===== config.mk =====
export PLATFORM = sky130hd
export DESIGN_NAME = can_link_supervisor
export DESIGN_NICKNAME = d
export VERILOG_FILES = /design/src/rtl/cls_pkg.sv /design/src/rtl/cls_cfg.sv /design/src/rtl/cls_core.sv /design/src/rtl/can_link_supervisor.sv
export SDC_FILE = /design/constraint.sdc
export NUM_CORES = 1
export LEC_CHECK = 0
export BUFFER_PORTS_ARGS = -buffer_cell sky130_fd_sc_hd__buf_2
export CORE_ASPECT_RATIO = 1.75
export CORE_MARGIN = 5
export CORE_UTILIZATION = 61
export CTS_CLUSTER_DIAMETER = 40
export DETAILED_ROUTE_END_ITERATION = 6
export PLACE_DENSITY = 0.89
export REMOVE_ABC_BUFFERS = 1
export SETUP_SLACK_MARGIN = 0.5
export SKIP_LAST_GASP = 1
export SLEW_MARGIN = 25
export SYNTH_ARGS = -nofsm -noshare
export SYNTH_HDL_FRONTEND = slang
export SYNTH_SLANG_ARGS = --single-unit

===== constraint.sdc =====
create_clock -name i_clk -period 17.15 [get_ports i_clk]
set_clock_uncertainty 0.2 [all_clocks]
set_input_delay 1.715 -clock i_clk [delete_from_list [all_inputs] [get_ports i_clk]]
set_output_delay 1.715 -clock i_clk [all_outputs]
set_load 0.05 [all_outputs]

===== src/rtl/cls_pkg.sv =====
`timescale 1ns / 1ps
// ----------------------------------------------------------------------------
// cls_pkg
// Types and constants shared by the link supervisor modules.
// ----------------------------------------------------------------------------
package cls_pkg;

    localparam int NODE_W = 6;
    localparam int MS_W   = 32;
    localparam int PER_W  = 16;
    localparam int CNT_W  = 32;
    localparam int ADDR_W = 5;
    localparam int DATA_W = 32;
    localparam int IDX_W  = 3;

    // register map, index = paddr / 4
    localparam logic [IDX_W-1:0] REG_LINK_ENABLED  = 3'd0;
    localparam logic [IDX_W-1:0] REG_OWN_NODE      = 3'd1;
    localparam logic [IDX_W-1:0] REG_BCAST_NODE    = 3'd2;
    localparam logic [IDX_W-1:0] REG_CMD_TIMEOUT   = 3'd3;
    localparam logic [IDX_W-1:0] REG_RETRY_IVL     = 3'd4;
    localparam logic [IDX_W-1:0] REG_NORMAL_PERIOD = 3'd5;
    localparam logic [IDX_W-1:0] REG_PROBE_PERIOD  = 3'd6;

    localparam logic [NODE_W-1:0] RST_OWN_NODE      = 6'd1;
    localparam logic [NODE_W-1:0] RST_BCAST_NODE    = 6'd63;
    localparam logic [PER_W-1:0]  RST_CMD_TIMEOUT   = 16'd100;
    localparam logic [PER_W-1:0]  RST_RETRY_IVL     = 16'd100;
    localparam logic [PER_W-1:0]  RST_NORMAL_PERIOD = 16'd20;
    localparam logic [PER_W-1:0]  RST_PROBE_PERIOD  = 16'd500;

    localparam logic [CNT_W-1:0] SUPPRESS_STEP = 32'd2;

    // frame, ignored, timeout, bus-off, recovery, suppressed
    localparam int NUM_CNT      = 6;
    localparam int C_FRAMES     = 0;
    localparam int C_IGNORED    = 1;
    localparam int C_TIMEOUT    = 2;
    localparam int C_BUSOFF     = 3;
    localparam int C_RECOVERY   = 4;
    localparam int C_SUPPRESSED = 5;

    typedef struct packed {
        logic              link_enabled;
        logic [NODE_W-1:0] own_node;
        logic [NODE_W-1:0] broadcast_node;
        logic [PER_W-1:0]  command_timeout_ms;
        logic [PER_W-1:0]  retry_interval_ms;
        logic [PER_W-1:0]  normal_period_ms;
        logic [PER_W-1:0]  probe_period_ms;
    } t_cfg;

    typedef struct packed {
        logic              mode;
        logic [NODE_W-1:0] frame_node;
        logic [MS_W-1:0]   now_ms;
        logic              warn_in;
        logic              passive_in;
        logic              busoff_in;
    } t_request;

    typedef struct packed {
        logic             stand_down;
        logic             recover_request;
        logic             publish;
        logic             timed_out;
        logic             busoff_sticky;
        logic [CNT_W-1:0] frames_count;
        logic [CNT_W-1:0] ignored_count;
        logic [CNT_W-1:0] timeout_count;
        logic [CNT_W-1:0] busoff_count;
        logic [CNT_W-1:0] recovery_count;
        logic [CNT_W-1:0] suppressed_count;
    } t_result;

endpackage


===== src/rtl/cls_cfg.sv =====
`timescale 1ns / 1ps
// ----------------------------------------------------------------------------
// cls_cfg
// APB register bank for the link supervisor settings.
// ----------------------------------------------------------------------------
module cls_cfg (
    input  logic                         i_clk,
    input  logic                         i_rst_n,
    input  logic                         psel,
    input  logic                         penable,
    input  logic                         pwrite,
    input  logic [cls_pkg::ADDR_W-1:0]   paddr,
    input  logic [cls_pkg::DATA_W-1:0]   pwdata,
    output logic [cls_pkg::DATA_W-1:0]   prdata,
    output logic                         pready,
    output cls_pkg::t_cfg                o_cfg
);

    cls_pkg::t_cfg                r_cfg;
    logic [cls_pkg::IDX_W-1:0]    idx;
    logic                         wr_en;

    assign idx    = paddr[cls_pkg::ADDR_W-1:2];
    assign wr_en  = psel && penable && pwrite;
    assign pready = 1'b1;
    assign o_cfg  = r_cfg;

    always_ff @(posedge i_clk) begin
        if (!i_rst_n) begin
            r_cfg.link_enabled       <= 1'b0;
            r_cfg.own_node           <= cls_pkg::RST_OWN_NODE;
            r_cfg.broadcast_node     <= cls_pkg::RST_BCAST_NODE;
            r_cfg.command_timeout_ms <= cls_pkg::RST_CMD_TIMEOUT;
            r_cfg.retry_interval_ms  <= cls_pkg::RST_RETRY_IVL;
            r_cfg.normal_period_ms   <= cls_pkg::RST_NORMAL_PERIOD;
            r_cfg.probe_period_ms    <= cls_pkg::RST_PROBE_PERIOD;
        end else if (wr_en) begin
            case (idx)
                cls_pkg::REG_LINK_ENABLED:  r_cfg.link_enabled <= pwdata[0];
                cls_pkg::REG_OWN_NODE:
                    r_cfg.own_node <= pwdata[cls_pkg::NODE_W-1:0];
                cls_pkg::REG_BCAST_NODE:
                    r_cfg.broadcast_node <= pwdata[cls_pkg::NODE_W-1:0];
                cls_pkg::REG_CMD_TIMEOUT:
                    r_cfg.command_timeout_ms <= pwdata[cls_pkg::PER_W-1:0];
                cls_pkg::REG_RETRY_IVL:
                    r_cfg.retry_interval_ms <= pwdata[cls_pkg::PER_W-1:0];
                cls_pkg::REG_NORMAL_PERIOD:
                    r_cfg.normal_period_ms <= pwdata[cls_pkg::PER_W-1:0];
                cls_pkg::REG_PROBE_PERIOD:
                    r_cfg.probe_period_ms <= pwdata[cls_pkg::PER_W-1:0];
                default: ;
            endcase
        end
    end

    always_comb begin
        case (idx)
            cls_pkg::REG_LINK_ENABLED:  prdata = {31'd0, r_cfg.link_enabled};
            cls_pkg::REG_OWN_NODE:      prdata = {26'd0, r_cfg.own_node};
            cls_pkg::REG_BCAST_NODE:    prdata = {26'd0, r_cfg.broadcast_node};
            cls_pkg::REG_CMD_TIMEOUT:   prdata = {16'd0, r_cfg.command_timeout_ms};
            cls_pkg::REG_RETRY_IVL:     prdata = {16'd0, r_cfg.retry_interval_ms};
            cls_pkg::REG_NORMAL_PERIOD: prdata = {16'd0, r_cfg.normal_period_ms};
            cls_pkg::REG_PROBE_PERIOD:  prdata = {16'd0, r_cfg.probe_period_ms};
            default:                    prdata = '0;
        endcase
    end

endmodule


===== src/rtl/cls_core.sv =====
`timescale 1ns / 1ps
// ----------------------------------------------------------------------------
// cls_core
// Supervisor state and the single-pass update for one request: frame
// acceptance, command watchdog, bus-off tracking and telemetry scheduling.
// ----------------------------------------------------------------------------
module cls_core (
    input  logic              i_clk,
    input  logic              i_rst_n,
    input  logic              i_fire,
    input  cls_pkg::t_cfg     i_cfg,
    input  cls_pkg::t_request i_req,
    output cls_pkg::t_result  o_result
);

    logic                        r_armed, n_armed;
    logic                        r_timeout, n_timeout;
    logic [cls_pkg::MS_W-1:0]    r_last_rx, n_last_rx;
    logic                        r_busoff, n_busoff;
    logic                        r_latched, n_latched;
    logic [cls_pkg::MS_W-1:0]    r_recover, n_recover;
    logic [cls_pkg::MS_W-1:0]    r_slot, n_slot;
    logic [cls_pkg::MS_W-1:0]    r_telem, n_telem;
    logic [cls_pkg::CNT_W-1:0]   r_cnt [cls_pkg::NUM_CNT];
    logic [cls_pkg::CNT_W-1:0]   n_cnt [cls_pkg::NUM_CNT];

    logic                        sd, rec, pub;
    logic                        node_hit, wd_fire, entry, tf1;
    logic                        withheld, slot_fire;
    logic [cls_pkg::MS_W-1:0]    now, period;
    logic [cls_pkg::MS_W-1:0]    normal32;

    assign now      = i_req.now_ms;
    assign normal32 = {16'd0, i_cfg.normal_period_ms};
    assign node_hit = (i_req.frame_node == i_cfg.own_node) ||
                      (i_req.frame_node == i_cfg.broadcast_node);
    assign wd_fire  = r_armed && !r_timeout &&
                      ((now - r_last_rx) >= {16'd0, i_cfg.command_timeout_ms});
    assign entry    = i_req.busoff_in && !r_busoff;
    assign tf1      = r_timeout || wd_fire;

    // warn/passive status is used only within the poll that reports it,
    // so the scheduler reads the poll values directly
    always_comb begin
        n_armed   = r_armed;
        n_timeout = r_timeout;
        n_last_rx = r_last_rx;
        n_busoff  = r_busoff;
        n_latched = r_latched;
        n_recover = r_recover;
        n_slot    = r_slot;
        n_telem   = r_telem;
        for (int i = 0; i < cls_pkg::NUM_CNT; i++) n_cnt[i] = r_cnt[i];
        sd       = 1'b0;
        rec      = 1'b0;
        pub      = 1'b0;
        period   = normal32;
        withheld = 1'b0;
        slot_fire = 1'b0;

        if (i_cfg.link_enabled) begin
            if (i_req.mode) begin
                if (node_hit) begin
                    n_cnt[cls_pkg::C_FRAMES] = r_cnt[cls_pkg::C_FRAMES] + 1'b1;
                    n_last_rx = now;
                    n_armed   = 1'b1;
                    n_timeout = 1'b0;
                end else begin
                    n_cnt[cls_pkg::C_IGNORED] = r_cnt[cls_pkg::C_IGNORED] + 1'b1;
                end
            end else begin
                // watchdog
                if (wd_fire) begin
                    n_cnt[cls_pkg::C_TIMEOUT] = r_cnt[cls_pkg::C_TIMEOUT] + 1'b1;
                    n_timeout = 1'b1;
                    sd        = 1'b1;
                end
                // bus-off; on entry the pacing check always passes
                n_busoff  = i_req.busoff_in;
                if (entry) begin
                    n_cnt[cls_pkg::C_BUSOFF] = r_cnt[cls_pkg::C_BUSOFF] + 1'b1;
                    n_latched = 1'b1;
                    if (r_armed && !tf1) begin
                        n_timeout = 1'b1;
                        sd        = 1'b1;
                    end
                end
                if (i_req.busoff_in && (entry ||
                    ((now - r_recover) >= {16'd0, i_cfg.retry_interval_ms}))) begin
                    n_recover = now;
                    rec       = 1'b1;
                    n_cnt[cls_pkg::C_RECOVERY] = r_cnt[cls_pkg::C_RECOVERY] + 1'b1;
                end
                // telemetry
                if (i_req.busoff_in) begin
                    withheld = 1'b1;
                end else if (i_req.warn_in || i_req.passive_in) begin
                    period   = {16'd0, i_cfg.probe_period_ms};
                    withheld = (i_cfg.probe_period_ms != i_cfg.normal_period_ms);
                end
                slot_fire = (now - r_slot) >= normal32;
                if (slot_fire) begin
                    n_slot = now;
                    if (withheld) begin
                        n_cnt[cls_pkg::C_SUPPRESSED] =
                            r_cnt[cls_pkg::C_SUPPRESSED] + cls_pkg::SUPPRESS_STEP;
                    end
                end
                if (!i_req.busoff_in && ((now - r_telem) >= period)) begin
                    n_telem = now;
                    pub     = 1'b1;
                end
            end
        end
    end

    always_ff @(posedge i_clk) begin
        if (!i_rst_n) begin
            r_armed   <= 1'b0;
            r_timeout <= 1'b0;
            r_last_rx <= '0;
            r_busoff  <= 1'b0;
            r_latched <= 1'b0;
            r_recover <= '0;
            r_slot    <= '0;
            r_telem   <= '0;
            for (int i = 0; i < cls_pkg::NUM_CNT; i++) r_cnt[i] <= '0;
        end else if (i_fire) begin
            r_armed   <= n_armed;
            r_timeout <= n_timeout;
            r_last_rx <= n_last_rx;
            r_busoff  <= n_busoff;
            r_latched <= n_latched;
            r_recover <= n_recover;
            r_slot    <= n_slot;
            r_telem   <= n_telem;
            for (int i = 0; i < cls_pkg::NUM_CNT; i++) r_cnt[i] <= n_cnt[i];
        end
    end

    assign o_result.stand_down       = sd;
    assign o_result.recover_request  = rec;
    assign o_result.publish          = pub;
    assign o_result.timed_out        = n_timeout;
    assign o_result.busoff_sticky    = n_latched;
    assign o_result.frames_count     = n_cnt[cls_pkg::C_FRAMES];
    assign o_result.ignored_count    = n_cnt[cls_pkg::C_IGNORED];
    assign o_result.timeout_count    = n_cnt[cls_pkg::C_TIMEOUT];
    assign o_result.busoff_count     = n_cnt[cls_pkg::C_BUSOFF];
    assign o_result.recovery_count   = n_cnt[cls_pkg::C_RECOVERY];
    assign o_result.suppressed_count = n_cnt[cls_pkg::C_SUPPRESSED];

endmodule


===== src/rtl/can_link_supervisor.sv =====
`timescale 1ns / 1ps
// ----------------------------------------------------------------------------
// can_link_supervisor
// Control link supervisor: frame filter, command watchdog, bus-off recovery
// pacing and telemetry scheduling, with an APB settings port.
// ----------------------------------------------------------------------------
// Each request (a received frame or a poll pass) gives exactly one result.
// A request is registered on acceptance, evaluated by the supervisor core
// and captured in the result register, which presents it on m_axis. The
// block takes one request per clock while m_axis is not stalled. While a
// result waits on m_axis_tready the input register still takes one more
// request; after that s_axis_tready drops. The user must write settings
// over APB only while no request is in flight; it is not enforced.
module can_link_supervisor (
    input  logic          i_clk,
    input  logic          i_rst_n,
    input  logic          s_axis_tvalid,
    output logic          s_axis_tready,
    // [5:0] frame_node, [37:6] now_ms, [38] warn_in, [39] passive_in,
    // [40] busoff_in, [47:41] zero
    input  logic [47:0]   s_axis_tdata,
    // [0] mode
    input  logic [0:0]    s_axis_tuser,
    output logic          m_axis_tvalid,
    input  logic          m_axis_tready,
    // [0] stand_down, [1] recover_request, [2] publish, [3] timed_out,
    // [4] busoff_sticky, [36:5] frames_count, [68:37] ignored_count,
    // [100:69] timeout_count, [132:101] busoff_count,
    // [164:133] recovery_count, [196:165] suppressed_count, [199:197] zero
    output logic [199:0]  m_axis_tdata,
    input  logic          psel,
    input  logic          penable,
    input  logic          pwrite,
    input  logic [4:0]    paddr,
    input  logic [31:0]   pwdata,
    output logic [31:0]   prdata,
    output logic          pready
);

    cls_pkg::t_cfg      cfg;
    cls_pkg::t_request  r_req;
    cls_pkg::t_result   core_res;
    cls_pkg::t_result   r_res;
    logic               r_in_vld;
    logic               r_out_vld;
    logic               advance;

    assign advance       = r_in_vld && (!r_out_vld || m_axis_tready);
    assign s_axis_tready = !r_in_vld || advance;

    always_ff @(posedge i_clk) begin
        if (!i_rst_n) begin
            r_in_vld <= 1'b0;
        end else if (s_axis_tready) begin
            r_in_vld <= s_axis_tvalid;
        end
    end

    always_ff @(posedge i_clk) begin
        if (s_axis_tvalid && s_axis_tready) begin
            r_req.mode       <= s_axis_tuser[0];
            r_req.frame_node <= s_axis_tdata[5:0];
            r_req.now_ms     <= s_axis_tdata[37:6];
            r_req.warn_in    <= s_axis_tdata[38];
            r_req.passive_in <= s_axis_tdata[39];
            r_req.busoff_in  <= s_axis_tdata[40];
        end
    end

    cls_cfg u_cfg (
        .i_clk   (i_clk),
        .i_rst_n (i_rst_n),
        .psel    (psel),
        .penable (penable),
        .pwrite  (pwrite),
        .paddr   (paddr),
        .pwdata  (pwdata),
        .prdata  (prdata),
        .pready  (pready),
        .o_cfg   (cfg)
    );

    cls_core u_core (
        .i_clk    (i_clk),
        .i_rst_n  (i_rst_n),
        .i_fire   (advance),
        .i_cfg    (cfg),
        .i_req    (r_req),
        .o_result (core_res)
    );

    always_ff @(posedge i_clk) begin
        if (!i_rst_n) begin
            r_out_vld <= 1'b0;
        end else if (advance) begin
            r_out_vld <= 1'b1;
        end else if (m_axis_tready) begin
            r_out_vld <= 1'b0;
        end
    end

    always_ff @(posedge i_clk) begin
        if (advance) begin
            r_res <= core_res;
        end
    end

    assign m_axis_tvalid = r_out_vld;
    assign m_axis_tdata  = {3'd0,
                            r_res.suppressed_count,
                            r_res.recovery_count,
                            r_res.busoff_count,
                            r_res.timeout_count,
                            r_res.ignored_count,
                            r_res.frames_count,
                            r_res.busoff_sticky,
                            r_res.timed_out,
                            r_res.publish,
                            r_res.recover_request,
                            r_res.stand_down};

endmodule

==> out/metrics.cfg, run 1 <==
[logic_synthesis]
yosysSeqAreaShare_pct = 46.4
synthFlopType = edfxtp_1
synth_mux_area_share_pct = 4.22
synth_edf_count = 429
syn_inst = 3777
synth-xor-area-share_pct = 6.31
synthSimpleGateAreaFrac_pct = 19.2
synth_compound_area_share_pct = 12.6
synth_cell_types = 91
synth_top_family_by_area = simple AND/OR/NAND/NOR gates
yosys.area_share.adder_pct = 6.80
async_flop_share_pct = 0
synth-seq-cells = 640
yosysWarningCount = 0
synth_area_um2 = 36900
avgSynthCellArea_um2 = 9.77

[global_routing]
grt_max_degree = 169
grt_pass1_vias = 30225
overflow = 0
grt_pass1_wl_um = 165000
grt_antenna_before_repair = 2
grt_usage_pct = 31.8

[setup_path]
slowest_delay_ns = 0.61
worstSetupPathType = flop to flop
crit_family = simple AND/OR/NAND/NOR gates
critical_path.startpoint = r_req[4]
r2r_cells = 24
reg2reg_to = u_core.r_cnt[0][95]
required_ns = 17.41
worstSetupStartpointType = flop
r2r_start = r_req[4]
critPathCaptureType = flop
cp_cell_sequence = ha_1 > nor2b_1 > o21a_1 > o21a_1 > o21ai_0 > nand2b_1 > nand2_1 > o21ai_0 > a21o_1 > a21oi_1 > xnor2_1 > ha_1 > a21o_1 > a21o_1 > a21oi_1 > o221ai_1 > nor3_1 > o21ai_0 > or4_1 > or4_1 > nor3_2 > nand2_1 > nand4_1 > mux2i_1
slowest_stage = nand2_1
rrSetupSlack_ns = 10.29
critPathArrivalTime_ns = 7.12
crit_path_max_fanout = 24
cp_num_buf_inv = 0

[placement]
gp_congestion = 1.01
post-dp-hpwl_um = 76500
dpl.cell_count = 4721
pre_cts_ws_ns = 10.25
port_buffers = 281
dpl_cell_area_um2 = 38900

[clock_tree]
numCtsBuffers = 68
cts_resized = 0
cts_sinks = 640
clk_pin_slew_ns = 0.06
root_buffer = clkbuf_16
clock_latency_ns = 0.63
cts.path.max_buffers = 3
tritoncts = done
ctsHoldBuffers = 0
htree_levels = 3
post_cts_buffers = 0

[finish]
fillers = 4287
final_nets = 4296
multiInputGateArea_um2 = 18200
seqCellArea_um2 = 17100
drive_gt1_share_pct = 11.4
area_growth_pct = 11.4
fin_cells = 4847
utilization_pct = 68.3
finalInstanceArea_um2 = 41100

[sta]
worstMarginPinSlew_ns = 1.06
hold_violations = 0
hold_ws_ns = 0.256
min_period_ns = 6.86
setup_violations = 0
max_freq_mhz = 146
layout_setup_ws_ns = 10.29
setup_tns_ns = 0
maxSlewHeadroom_pct = 29.6
finalCritPeriodShare_pct = 40.0
drv_slew = 0
rsz0062_at_grt = no

[die]
die_y_um = 335
std_cell_rows = 119
die_w_um = 196
boundaryPins = 328
coreArea_um2 = 60200
start_util_pct = 61.3
dieArea_um2 = 65700

[flow_run]
cap_violations = 0

[power_and_ir_drop]
p_leak_nw = 15.8
totalPowerFinal_mw = 3.75
ir_drop_mv = 0.0847
p_per_area_nw_per_um2 = 91.3

[run_status]
outcome = finished, final reports clean

[min_path]
whs_path_depth = 2
hold_class = flop to flop
hp-start = u_core.r_telem[7]
hold_end = u_core.r_telem[7]

[routing]
vias = 30405
via_per_inst = 6.27
drc = 0
ant_nets = 0
wl_per_cell_um = 22.2
dr.pass1.iters = 6
wl_um = 107000
drtIter0Drc = 2613

worst min-delay path: stages (launching register included):
cell and delay, ns:
dfxtp_1 0.31, nand2_1 0.05, mux2i_1 0.05
cell type report:
| cell class | instances | area share, % |
|---|---|---|
| Antenna cell | 4 | 0.0244 |
| Clock buffer | 88 | 4.42 |
| Clock inverter | 34 | 1.03 |
| Inverter | 226 | 2.06 |
| Multi-Input combinational cell | 2754 | 44.4 |
| Sequential cell | 640 | 41.6 |
| Tap cell | 786 | 2.39 |
| Timing Repair Buffer | 315 | 4.09 |
logic make-up after synthesis:
| logic type | count (synthesis) |
|---|---|
| simple gates | 1412 |
| compound gates | 703 |
| flops | 640 |
| buf+inv | 402 |
| xor+xnor | 266 |
| fa+ha+maj | 198 |
| mux | 154 |
| other cells | 2 |
where the power goes:
group / internal, mW / switching [mW]
Clock: 0.843 / 0.649
Sequential: 1.72 / 0.0593
Combinational: 0.154 / 0.333
Total: 2.71 / 1.04
state kept, by name, indices dropped and copies added (netlist names), 32 cells and up:
signal,count
u_core.r_recover,32
u_core.r_slot,32
m_axis_tdata,196
u_core.r_cnt,191
u_core.r_telem,32
u_core.r_last_rx,32
u_cfg.o_cfg,77
r_req,42
cell usage after synthesis (27+ instances only):
cell | number | area, um2
nand2_1 | 509 | 1910
edfxtp_1 | 429 | 12900
inv_1 | 226 | 848
dfxtp_1 | 211 | 4220
ha_1 | 194 | 2430
xnor2_1 | 179 | 1570
a21oi_1 | 171 | 856
and2_1 | 161 | 1010
nor2_1 | 158 | 593
nand3_1 | 155 | 776
mux2i_1 | 141 | 1410
o21ai_0 | 133 | 666
clkbuf_1 | 124 | 465
a21boi_0 | 89 | 668
nand4_1 | 87 | 544
xor2_1 | 87 | 762
a21o_1 | 66 | 495
nor2b_1 | 63 | 394
and3_1 | 62 | 388
nand2b_1 | 52 | 325
nor3_1 | 44 | 220
o21a_1 | 31 | 233
or3_1 | 27 | 169
layout by cell type, fill, tap and decap left out, types with 155 or more instances in the layout:
cell type and count:
nand3_1 155, dfxtp_1 211, nand2_1 509, edfxtp_1 429, xnor2_1 179, a21oi_1 171, inv_1 226, buf_2 280
ha_1 194, and2_1 159, nor2_1 158
metal layers:
metal	global-route usage, %	routed length (um)
met1	33.2	35500
met2	56.5	53400
met3	6.20	8920
met4	23.5	9580
met5	0	20
how the worst max path moves through the flow:
stage / cells after the start / end / slack [ns]
after floorplan: 3 / u_core.r_cnt[0][0] / 0.98
after global placement: 24 / m_axis_tdata[172] / 10.31
after detailed placement: 24 / m_axis_tdata[172] / 10.25
after CTS: 24 / m_axis_tdata[172] / 10.20
after global routing: 24 / u_core.r_cnt[0][95] / 9.95
final: 24 / u_core.r_cnt[0][95] / 10.29
(Power assumes the default switching activity.)
==> run 2: changes to the inputs <==
Settings changed: CORE_UTILIZATION 61 to 55, PLACE_DENSITY 0.89 to 0.85.
Clock period 17.15 ns to 6.14 ns, I/O delays scaled along.
==> out/metrics.cfg, run 2 (same netlist as run 1, synthesis figures left out) <==
[run_status]
outcome = finished, final reports clean  ; unchanged

[die]
die_w_um = 206  ; was 196 um
die_y_um = 353  ; was 335 um
std_cell_rows = 125  ; was 119
boundaryPins = 328  ; unchanged
start_util_pct = 55.5  ; was 61.3%
dieArea_um2 = 72600  ; was 65,700 um2
coreArea_um2 = 66500  ; was 60,200 um2

[routing]
drc = 0  ; unchanged
drtIter0Drc = 2319  ; was 2,613
ant_nets = 0  ; unchanged
via_per_inst = 6.02  ; was 6.27
vias = 30357  ; was 30,405
wl_per_cell_um = 21.8  ; was 22.2 um
dr.pass1.iters = 6  ; unchanged
wl_um = 110000  ; was 107,000 um

[sta]
drv_slew = 0  ; unchanged
finalCritPeriodShare_pct = 91.6  ; was 40.0%
layout_setup_ws_ns = 0.518  ; was 10.29 ns
setup_violations = 0  ; unchanged
max_freq_mhz = 178  ; was 146 MHz
worstMarginPinSlew_ns = 0.884  ; was 1.06 ns
maxSlewHeadroom_pct = 39.5  ; was 29.6%
rsz0062_at_grt = yes  ; was no
hold_violations = 0  ; unchanged
hold_ws_ns = 0.0251  ; was 0.256 ns
min_period_ns = 5.62  ; was 6.86 ns

[min_path]
hold_end = r_in_vld  ; was u_core.r_telem[7]
hold_class = input port to flop  ; was flop to flop
hp-start = s_axis_tvalid  ; was u_core.r_telem[7]
whs_path_depth = 3  ; was 2

[setup_path]
slowest_delay_ns = 0.46  ; was 0.61 ns
crit_path_max_fanout = 17  ; was 24
slowest_stage = edfxtp_1  ; was nand2_1
rrSetupSlack_ns = 0.52  ; was 10.29 ns
critPathCaptureType = flop  ; unchanged
crit_cells = 25  ; was 24
reg2reg_to = u_core.r_cnt[0][170]  ; was u_core.r_cnt[0][95]
worstSetupStartpointType = flop  ; unchanged
r2r_start = r_req[4]  ; unchanged
r2r_cells = 25  ; was 24
critPathArrivalTime_ns = 5.87  ; was 7.12 ns
cp_num_buf_inv = 3  ; was 0
required_ns = 6.39  ; was 17.41 ns
crit_family = compound AO/OA/AOI/OAI gates  ; was simple AND/OR/NAND/NOR gates
worstSetupPathType = flop to flop  ; unchanged

[global_routing]
grt_pass1_wl_um = 163000  ; was 165,000 um
overflow = 0  ; unchanged
grt_max_degree = 153  ; was 169
grt_usage_pct = 28.4  ; was 31.8%
grt_pass1_vias = 29551  ; was 30,225
grt_antenna_before_repair = 4  ; was 2

[clock_tree]
tritoncts = done  ; unchanged
cts_sinks = 640  ; unchanged
clock_latency_ns = 0.63  ; about the same
clk_pin_slew_ns = 0.06  ; about the same
cts.path.max_buffers = 3  ; unchanged
htree_levels = 3  ; unchanged
root_buffer = clkbuf_16  ; unchanged
numCtsBuffers = 70  ; was 68

[finish]
area_growth_pct = 16.6  ; was 11.4%
utilization_pct = 64.7  ; was 68.3%
drive_gt1_share_pct = 15.3  ; was 11.4%
final_nets = 4393  ; was 4,296
final_cell_mix = nand2_1, edfxtp_1, buf_2  ; unchanged
largest_reg_flops = 196  ; unchanged
final_common_cell = nand2_1  ; unchanged

[power_and_ir_drop]
ir_drop_mv = 0.266  ; was 0.0847 mV
p_per_area_nw_per_um2 = 249  ; was 91.3 nW/um2
p_leak_nw = 16.6  ; was 15.8 nW

[placement]
port_buffers = 281  ; unchanged
post-dp-hpwl_um = 76800  ; was 76,500 um
gp_congestion = 1.02  ; was 1.01
pre_cts_ws_ns = -0.145  ; was 10.25 ns

[flow_run]
cap_violations = 0  ; unchanged

==> run 2: changes by cell type in the layout (fill, tap and decap cells not counted), sizes merged <==
| cell | previous run | this run |
|---|---|---|
| dlygate4sd3 | 0 | 33 |
| inv | 236 | 242 |
| clkbuf | 88 | 91 |
| buf | 315 | 371 |
| clkinv | 19 | 16 |
| diode | 4 | 2 |
| clkinvlp | 0 | 2 |
==> run 2: per-layer routing <==
| layer | GRT usage [%] | part of all wire (%) |
|---|---|---|
| met5 | 0 | 0.010 |
| met4 | 20.0 | 8.8 |
| met3 | 5.03 | 7.5 |
| met2 | 50.2 | 49 |
| met1 | 30.2 | 34 |
==> run 2: worst max-delay path by stage <==
stage / start / endpoint
floorplan: m_axis_tvalid / u_core.r_cnt[0][0]
global placement: r_req[4] / u_core.r_cnt[0][129]
detailed placement: r_req[4] / u_core.r_cnt[0][144]
CTS: r_req[10] / u_core.r_cnt[0][175]
global route: r_req[4] / u_core.r_cnt[0][170]
finish: r_req[4] / u_core.r_cnt[0][170]
==> run 2: final cells by class <==
cell class / instances / area [um2]
antenna: 2 / 5.00
clock buffer: 85 / 1890
clock inverter: 39 / 448
fill: 5036 / 23500
inverter: 226 / 848
multi-input combinational: 2754 / 18800
sequential: 640 / 17100
tap: 889 / 1110
timing repair buffer: 410 / 2830
==> run 2: through the flow <==
| step | power (mW) | cell area (um2) | instances | setup TNS [ns] |
|---|---|---|---|---|
| finish | 10.7 | 43000 | 5045 | 0 |
| global route | 11.1 | 43000 | 5043 | 0 |
| CTS | 10.7 | 42300 | 5021 | 0 |
| detailed placement | 6.37 | 39200 | 4840 | -5.31 |
| global placement | 6.34 | 39200 | 4840 | -2.54 |
| floorplan | 5.97 | 36200 | 3620 | -5011.56 |
==> run 2: what timing repair did <==
| item | in CTS | in global routing |
|---|---|---|
| pin swaps | 21 | 56 |
| resized for setup | 53 | 93 |
| cloned | 2 | 9 |
| endpoints found under the hold margin | 33 | 0 |
| hold buffers | 33 | 0 |
| buffers inserted | 22 | 13 |
| setup endpoints to repair | 290 | 290 |
==> run 2: where the power goes <==
group	internal [mW]	switching, mW
clock	2.46	1.83
sequential	4.79	0.159
combinational	0.483	0.962
total	7.74	2.96
==> run 2: tightest hold or removal path: stages <==
cell and delay, ns:
buf_2 0.08, a21oi_1 0.03, nor2b_1 0.08
